File: config.mk
export PLATFORM = sky130hd
export DESIGN_NAME = intercom_code_lock_fsm_flat
export DESIGN_NICKNAME = d
export VERILOG_FILES = /design/src/sv/icl_pkg.sv /design/src/sv/icl_if.sv /design/src/sv/intercom_code_lock_fsm.sv /design/src/flat_wrapper.sv
export SDC_FILE = /design/constraint.sdc
export NUM_CORES = 1
export LEC_CHECK = 0
export ABC_AREA = 1
export BUFFER_PORTS_ARGS = -buffer_cell sky130_fd_sc_hd__buf_2
export CAP_MARGIN = 40
export CELL_PAD_IN_SITES_DETAIL_PLACEMENT = 0
export CELL_PAD_IN_SITES_GLOBAL_PLACEMENT = 1
export CORE_MARGIN = 4
export CORE_UTILIZATION = 30
export DETAILED_ROUTE_END_ITERATION = 16
export PLACE_DENSITY = 0.63
export SETUP_SLACK_MARGIN = 0.5
export SLEW_MARGIN = 25
export SYNTH_ARGS = -nofsm -noshare
export SYNTH_HDL_FRONTEND = slang
export SYNTH_SLANG_ARGS = --single-unit
export TNS_END_PERCENT = 10
File: constraint.sdc
create_clock -name clock -period 7.1 [get_ports clock]
set_input_delay 1.42 -clock clock [delete_from_list [all_inputs] [get_ports clock]]
set_output_delay 1.42 -clock clock [all_outputs]
set_load 0.01 [all_outputs]
File: src/sv/icl_pkg.sv
// Shared constants for the intercom code lock: screen modes, key codes, register map.
package icl_pkg;

   // Screen mode codes, also the state of the controller
   localparam logic [2:0] MODE_WELCOME = 3'd0;
   localparam logic [2:0] MODE_ENTRY   = 3'd1;
   localparam logic [2:0] MODE_RING    = 3'd2;
   localparam logic [2:0] MODE_OPENED  = 3'd3;
   localparam logic [2:0] MODE_INVALID = 3'd4;

   // Key codes
   localparam logic [7:0] KEY_0 = 8'h30;
   localparam logic [7:0] KEY_1 = 8'h31;
   localparam logic [7:0] KEY_8 = 8'h38;
   localparam logic [7:0] KEY_9 = 8'h39;
   localparam logic [7:0] KEY_C = 8'h43;

   // Item kinds
   localparam logic ACTION_KEY  = 1'b0;
   localparam logic ACTION_TICK = 1'b1;

   // Register map
   localparam int CSR_DATA_W  = 12;
   localparam int CSR_INDEX_W = 2;
   localparam logic [CSR_INDEX_W-1:0] CSR_ACCESS_CODE = 2'd0;
   localparam logic [CSR_INDEX_W-1:0] CSR_RING_TICKS  = 2'd1;
   localparam logic [CSR_INDEX_W-1:0] CSR_HOLD_TICKS  = 2'd2;

   localparam logic [11:0] ACCESS_CODE_RESET = 12'h123;
   localparam logic [7:0]  RING_TICKS_RESET  = 8'd15;
   localparam logic [7:0]  HOLD_TICKS_RESET  = 8'd5;

   typedef logic [2:0] screen_type;

endpackage

File: src/sv/icl_if.sv
// Valid/ready channel interfaces for keypad/tick words and screen result words.
interface icl_req_if
   import icl_pkg::*;
();
   logic       valid;
   logic       ready;
   logic       action;
   logic [7:0] key_code;
   logic [7:0] answer_lines;

   modport source (output valid, action, key_code, answer_lines, input ready);
   modport sink   (input valid, action, key_code, answer_lines, output ready);
endinterface

interface icl_rsp_if
   import icl_pkg::*;
();
   logic       valid;
   logic       ready;
   screen_type screen;
   logic [1:0] stars;
   logic [3:0] apartment;
   logic [1:0] dots;

   modport source (output valid, screen, stars, apartment, dots, input ready);
   modport sink   (input valid, screen, stars, apartment, dots, output ready);
endinterface

File: src/sv/intercom_code_lock_fsm.sv
// Intercom door controller: keypad code lock and apartment ringing with answer timeout.
// Each accepted word (a key press or a one-second tick) yields exactly one result word
// describing the screen after that word. A word passes from the input register
// into the result register, and a new word is taken every cycle while the result is
// not stalled; the controller state updates as the word moves to the result
// register, which keeps consecutive words strictly ordered. A stalled result holds both
// stages. Configuration writes take effect on the next cycle.
module intercom_code_lock_fsm
   import icl_pkg::*;
#(
   parameter int NUM_APARTMENTS = 8
) (
   input  logic                   clock,
   input  logic                   reset,
   icl_req_if.sink                req_if,
   icl_rsp_if.source              rsp_if,
   input  logic                   csr_wr_en,
   input  logic [CSR_INDEX_W-1:0] csr_index,
   input  logic [CSR_DATA_W-1:0]  csr_wdata
);

   localparam logic [8:0] APT_KEY_END = 9'({1'b0, KEY_1}) + 9'(NUM_APARTMENTS);

   // Configuration
   logic [11:0] access_code_ff;
   logic [7:0]  ring_ticks_ff;
   logic [7:0]  hold_ticks_ff;

   // Input stage
   logic       in_valid_ff, in_valid_in;
   logic       in_action_ff;
   logic [7:0] in_key_ff;
   logic [7:0] in_lines_ff;

   // Controller state
   logic [2:0] mode_ff, mode_in;
   logic [7:0] digits_ff, digits_in;
   logic [1:0] count_ff, count_in;
   logic [2:0] target_ff, target_in;
   logic [7:0] tick_ff, tick_in;

   // Result stage
   logic       out_valid_ff, out_valid_in;
   screen_type out_screen_ff, out_screen_in;
   logic [1:0] out_stars_ff, out_stars_in;
   logic [3:0] out_apt_ff, out_apt_in;
   logic [1:0] out_dots_ff, out_dots_in;

   logic       advance;
   logic       req_take;
   logic       rsp_take;
   logic [7:0] key_off;
   logic [7:0] digit_val;
   logic       key_is_digit;
   logic       key_is_apt;
   logic [7:0] tick_inc;
   logic [11:0] full_code;

   assign advance   = in_valid_ff && (!out_valid_ff || rsp_if.ready);
   assign req_take  = req_if.valid && req_if.ready;
   assign rsp_take  = rsp_if.valid && rsp_if.ready;
   assign req_if.ready = !in_valid_ff || advance;

   assign key_off      = in_key_ff - KEY_1;
   assign digit_val    = in_key_ff - KEY_0;
   assign key_is_digit = (in_key_ff >= KEY_0) && (in_key_ff <= KEY_9);
   assign key_is_apt   = (in_key_ff >= KEY_1) && ({1'b0, in_key_ff} < APT_KEY_END)
                         && (in_key_ff <= KEY_8);
   assign tick_inc     = tick_ff + 8'd1;
   assign full_code    = {digits_ff, digit_val[3:0]};

   always_comb begin
      mode_in   = mode_ff;
      digits_in = digits_ff;
      count_in  = count_ff;
      target_in = target_ff;
      tick_in   = tick_ff;
      if (in_action_ff == ACTION_KEY) begin
         if (mode_ff == MODE_WELCOME) begin
            if (in_key_ff == KEY_C) begin
               mode_in   = MODE_ENTRY;
               count_in  = 2'd0;
               digits_in = 8'd0;
            end else if (key_is_apt) begin
               mode_in   = MODE_RING;
               target_in = key_off[2:0];
               tick_in   = 8'd0;
            end
         end else if (mode_ff == MODE_ENTRY) begin
            priority if (!key_is_digit) begin
               // A stray key on the last digit counts as a wrong code
               if (count_ff >= 2'd2) begin
                  mode_in = MODE_INVALID;
                  tick_in = 8'd0;
               end else begin
                  mode_in = MODE_WELCOME;
               end
               count_in = 2'd0;
            end else if (count_ff < 2'd2) begin
               digits_in = {digits_ff[3:0], digit_val[3:0]};
               count_in  = count_ff + 2'd1;
            end else begin
               count_in = 2'd0;
               tick_in  = 8'd0;
               mode_in  = (full_code == access_code_ff) ? MODE_OPENED : MODE_INVALID;
            end
         end
      end else begin
         if (mode_ff == MODE_RING) begin
            if (in_lines_ff[target_ff]) begin
               mode_in = MODE_OPENED;
               tick_in = 8'd0;
            end else if (tick_inc >= ring_ticks_ff || ring_ticks_ff == 8'd0) begin
               mode_in = MODE_WELCOME;
               tick_in = 8'd0;
            end else begin
               tick_in = tick_inc;
            end
         end else if (mode_ff == MODE_OPENED || mode_ff == MODE_INVALID) begin
            if (tick_inc >= hold_ticks_ff || hold_ticks_ff == 8'd0) begin
               mode_in = MODE_WELCOME;
               tick_in = 8'd0;
            end else begin
               tick_in = tick_inc;
            end
         end
      end
   end

   always_comb begin
      out_screen_in = mode_in;
      out_stars_in  = (mode_in == MODE_ENTRY) ? count_in : 2'd0;
      out_apt_in    = (mode_in == MODE_RING) ? ({1'b0, target_in} + 4'd1) : 4'd0;
      out_dots_in   = (mode_in == MODE_RING) ? tick_in[1:0] : 2'd0;
   end

   always_comb begin
      in_valid_in = in_valid_ff;
      if (req_take) begin
         in_valid_in = 1'b1;
      end else if (advance) begin
         in_valid_in = 1'b0;
      end
      out_valid_in = out_valid_ff;
      if (advance) begin
         out_valid_in = 1'b1;
      end else if (rsp_take) begin
         out_valid_in = 1'b0;
      end
   end

   always_ff @(posedge clock) begin
      if (reset) begin
         access_code_ff <= ACCESS_CODE_RESET;
         ring_ticks_ff  <= RING_TICKS_RESET;
         hold_ticks_ff  <= HOLD_TICKS_RESET;
      end else if (csr_wr_en) begin
         unique case (csr_index)
            CSR_ACCESS_CODE: access_code_ff <= csr_wdata[11:0];
            CSR_RING_TICKS:  ring_ticks_ff  <= csr_wdata[7:0];
            CSR_HOLD_TICKS:  hold_ticks_ff  <= csr_wdata[7:0];
            default: ;
         endcase
      end
   end

   always_ff @(posedge clock) begin
      if (reset) begin
         in_valid_ff  <= 1'b0;
         out_valid_ff <= 1'b0;
         mode_ff      <= MODE_WELCOME;
         digits_ff    <= 8'd0;
         count_ff     <= 2'd0;
         target_ff    <= 3'd0;
         tick_ff      <= 8'd0;
      end else begin
         in_valid_ff  <= in_valid_in;
         out_valid_ff <= out_valid_in;
         if (advance) begin
            mode_ff   <= mode_in;
            digits_ff <= digits_in;
            count_ff  <= count_in;
            target_ff <= target_in;
            tick_ff   <= tick_in;
         end
      end
   end

   // Payload registers
   always_ff @(posedge clock) begin
      if (req_take) begin
         in_action_ff <= req_if.action;
         in_key_ff    <= req_if.key_code;
         in_lines_ff  <= req_if.answer_lines;
      end
      if (advance) begin
         out_screen_ff <= out_screen_in;
         out_stars_ff  <= out_stars_in;
         out_apt_ff    <= out_apt_in;
         out_dots_ff   <= out_dots_in;
      end
   end

   assign rsp_if.valid     = out_valid_ff;
   assign rsp_if.screen    = out_screen_ff;
   assign rsp_if.stars     = out_stars_ff;
   assign rsp_if.apartment = out_apt_ff;
   assign rsp_if.dots      = out_dots_ff;

`ifndef SYNTHESIS
   // Tick counter only runs while ringing or holding a message
   a_tick_idle: assert property (@(posedge clock) disable iff (reset)
      (mode_ff == MODE_WELCOME || mode_ff == MODE_ENTRY) |-> tick_ff == 8'd0)
      else $error("tick count not cleared outside ring/hold");

   // Digit count belongs to code entry alone
   a_count_entry: assert property (@(posedge clock) disable iff (reset)
      count_ff != 2'd0 |-> mode_ff == MODE_ENTRY)
      else $error("digit count set outside code entry");

   // A word waiting in the input register is never dropped
   a_in_hold: assert property (@(posedge clock) disable iff (reset)
      (in_valid_ff && !advance) |=> in_valid_ff)
      else $error("input word lost while stalled");

   // Ringing results always name an apartment
   a_ring_apt: assert property (@(posedge clock) disable iff (reset)
      (out_valid_ff && out_screen_ff == MODE_RING) |-> out_apt_ff != 4'd0)
      else $error("ringing result without apartment");
`endif

endmodule
File: src/flat_wrapper.sv
// flat-port wrapper written by rule: the top's interface ports become plain ports
module intercom_code_lock_fsm_flat import icl_pkg::*;
#(
   parameter int NUM_APARTMENTS = 8
)
  (clock, reset, csr_wr_en, csr_index, csr_wdata, req_if_valid, req_if_action, req_if_key_code, req_if_answer_lines, req_if_ready, rsp_if_valid, rsp_if_screen, rsp_if_stars, rsp_if_apartment, rsp_if_dots, rsp_if_ready);
  icl_req_if req_if_i ();
  icl_rsp_if rsp_if_i ();
  input  logic clock;
  input  logic reset;
  input  logic csr_wr_en;
  input  logic [CSR_INDEX_W-1:0] csr_index;
  input  logic [CSR_DATA_W-1:0] csr_wdata;
  input wire logic [$bits(req_if_i.valid)-1:0] req_if_valid;
  input wire logic [$bits(req_if_i.action)-1:0] req_if_action;
  input wire logic [$bits(req_if_i.key_code)-1:0] req_if_key_code;
  input wire logic [$bits(req_if_i.answer_lines)-1:0] req_if_answer_lines;
  output wire logic [$bits(req_if_i.ready)-1:0] req_if_ready;
  output wire logic [$bits(rsp_if_i.valid)-1:0] rsp_if_valid;
  output wire logic [$bits(rsp_if_i.screen)-1:0] rsp_if_screen;
  output wire logic [$bits(rsp_if_i.stars)-1:0] rsp_if_stars;
  output wire logic [$bits(rsp_if_i.apartment)-1:0] rsp_if_apartment;
  output wire logic [$bits(rsp_if_i.dots)-1:0] rsp_if_dots;
  input wire logic [$bits(rsp_if_i.ready)-1:0] rsp_if_ready;
  assign req_if_i.valid = req_if_valid;
  assign req_if_i.action = req_if_action;
  assign req_if_i.key_code = req_if_key_code;
  assign req_if_i.answer_lines = req_if_answer_lines;
  assign req_if_ready = req_if_i.ready;
  assign rsp_if_valid = rsp_if_i.valid;
  assign rsp_if_screen = rsp_if_i.screen;
  assign rsp_if_stars = rsp_if_i.stars;
  assign rsp_if_apartment = rsp_if_i.apartment;
  assign rsp_if_dots = rsp_if_i.dots;
  assign rsp_if_i.ready = rsp_if_ready;
  intercom_code_lock_fsm #(.NUM_APARTMENTS(NUM_APARTMENTS)) u_core (.clock(clock), .reset(reset), .req_if(req_if_i), .rsp_if(rsp_if_i), .csr_wr_en(csr_wr_en), .csr_index(csr_index), .csr_wdata(csr_wdata));
endmodule
==> metrics.txt <==
status finished, final reports clean; largest net degree at the start of global routing 44; crit path capture type primary output; DRT iter0 DRCs 203; Max-slew headroom 60.2%; DRT Wirelength 10.6 mm; flops & latches, synth 82; minimum clock period 3.27 ns; TritonRoute pass-1 iters 4; Core Region 14600 µm²; clock-pin transition on the worst setup and hold timing paths 0.06 ns; Slowest-stage cell, CP buf_2; IO buf count 48; Die Area between 15000 and 20000 µm²; area fraction of the dominant cell type after synthesis 24.0%; Max Clock Freq 0.306 GHz; Worst Hold Class reg2reg; clk buf depth 2; area delta synth->final 15.8%; crit-path cells buf_2 > inv_1 > nand3_1 > buf_2; Crit path arrival time 1.85 ns; RSZ-0062 raised after global routing no; first-pass GRT wire length 17.8 mm; die height 131 µm; clock sink count 82; fraction of layout cells with a size suffix above 1 17.4%; Skew-Pair Late Insertion Delay between 0.3 and 0.4 ns; Root Driver clkbuf_16; wire per inst 12.8 µm; Vias 3848; TritonCTS clock tree done; fin util 35.6%; Period Utilization, post-route 46.0%; # diodes 0; cell accounting for the most synthesized area dfxtp_1; placed instance count a little over 800; initial antenna violation count 0; Design Area, Final approximately 5200 µm²; CP required 5.68 ns; post-route setup TNS 0 ns; std cell rows 44; remaining global-route overflow 0; Initial Util a little under a third; Synth warnings 0; # DRC 0; fin cells 833; Slew Limit Fails 0; sequential area share after synthesis 42.7%; leakage dissipation approximately 2.4 nW; Gate Count Post-Synth 595; critical path class in2out; Setup Buffers After CTS 0; Syn Area/Cell approximately 7.6 µm²; Unique masters post-synth 37; vias in the first global route 3756; via density per instance between 4 and 5; total power draw 1.13 mW; I/O pin cnt between 40 and 50; CTS HTree Levels 3; placed cell areas 4920 µm²; Max-cap violations 0; Worst path max stage delay 0.17 ns; CTS Buf Count 9; CTS resizes 0; Post-CTS Hold Buffers 0; VDD IR max 0.0954 mV; most frequent cells in the layout nand2_1, inv_1, nor2_1; aggregate global-route resource usage 13.4%; die span in x 131 µm; Most common cell on crit path buf_2; Nets 701; final hold viol count 0; Synth area leaders dfxtp_1, edfxtp_1, nand2_1; setup violators final 0; Routed Antenna Nets 0; crit-path max FO 3; CP startpoint kind input pin; Syn Nets 652; hpwl dp ~8 mm; Cell Pwr Density 216 nW/µm²; Routability Congestion 0.792; Worst Tran Pin Value between 0.5 and 0.6 ns; commonest non-fill, non-tap cell in the layout nand2_1; worst clock skew 0.00532 ns; mapped cell area between 4000 and 5000 µm²
[layer usage]
metal  GRT usage, %  wire length (µm)  part of all wire (%)  up-vias
li1               -                 -                     -     2026
met1           16.7              4970                    47     1753
met2           22.1              5020                    47       53
met3           3.33               429                   4.0       16
met4           5.44               222                   2.1        0
met5              0                 0                     0        -
[report_power, final]
group	internal, mW	switching [mW]	total [mW]
clock network	0.258	0.187	0.445
logic	0.0534	0.102	0.155
registers	0.510	0.0157	0.526
[synth_stat cells (all sizes together)]
library cell and number:
clkinv 4, edfxtp 28, nand3 34, nor2 67, clkbuf 7, inv 89, nand2 139, nand3b 2
dfxtp 54, nand4 9, a21oi 52, xor2 3, or2 1, o211ai 7, xnor2 8, a21boi 1
a21o 1, nor3 10, ha 21, buf 6, and2 2, o21bai 3, o21ai 47
[stage by stage]
step / hold WS, ns / worst slack, ns
after global routing: 0.492 / 3.78
after detailed placement: 0.465 / 3.82
after CTS: 0.475 / 3.82
after global placement: 0.454 / 3.83
after floorplan: 0.444 / 4.08
final: 0.475 / 3.83
[critical path, delay by kind of cell]
| kind | cells | cell delay (ns) |
|---|---|---|
| buf+inv | 3 | 0.33 |
| simple gates | 1 | 0.11 |
[cell type report]
class | instances | area, µm²
sequential | 82 | 1920
multi-input combinational | 407 | 2160
fill | 1556 | 9430
timing repair buffer | 51 | 267
tap | 184 | 230
clock buffer | 12 | 258
inverter | 93 | 353
clock inverter | 4 | 25.0
[state kept, by name, indices dropped and copies added, names as in the netlist]
| name | flops |
|---|---|
| u_core.ring_ticks_ff | 8 |
| u_core.rsp_if.dots | 2 |
| u_core.mode_ff | 3 |
| u_core.tick_ff | 8 |
| u_core.digits_ff | 8 |
| u_core.rsp_if.valid | 1 |
| u_core.rsp_if.screen | 3 |
| u_core.rsp_if.apartment | 4 |
| u_core.rsp_if.stars | 2 |
| u_core.count_ff | 2 |
| u_core.in_lines_ff | 8 |
| u_core.target_ff | 3 |
| u_core.access_code_ff | 12 |
| u_core.hold_ticks_ff | 8 |
| u_core.in_key_ff | 8 |
| u_core.in_action_ff | 1 |
| u_core.in_valid_ff | 1 |
[kinds of logic after synthesis]
group	count (synthesis)	synth area share, %
xor+xnor	11	2.14
compound gates	111	14.1
fa+ha+maj	21	5.83
simple gates	264	25.9
flops	82	42.7
buf+inv	106	9.36
[final timing paths]
kind | start | to | slack (ns) | cells after the start
hold / removal | u_core.access_code_ff[3] | u_core.access_code_ff[3] | 0.48 | 2
hold reg to reg | u_core.access_code_ff[3] | u_core.access_code_ff[3] | 0.48 | 2
setup / recovery | rsp_if_ready | req_if_ready | 3.83 | 4
setup reg to reg | u_core.tick_ff[0] | u_core.rsp_if.dots[0] | 4.15 | 15
Note: power is estimated with default switching activity, not from simulation.
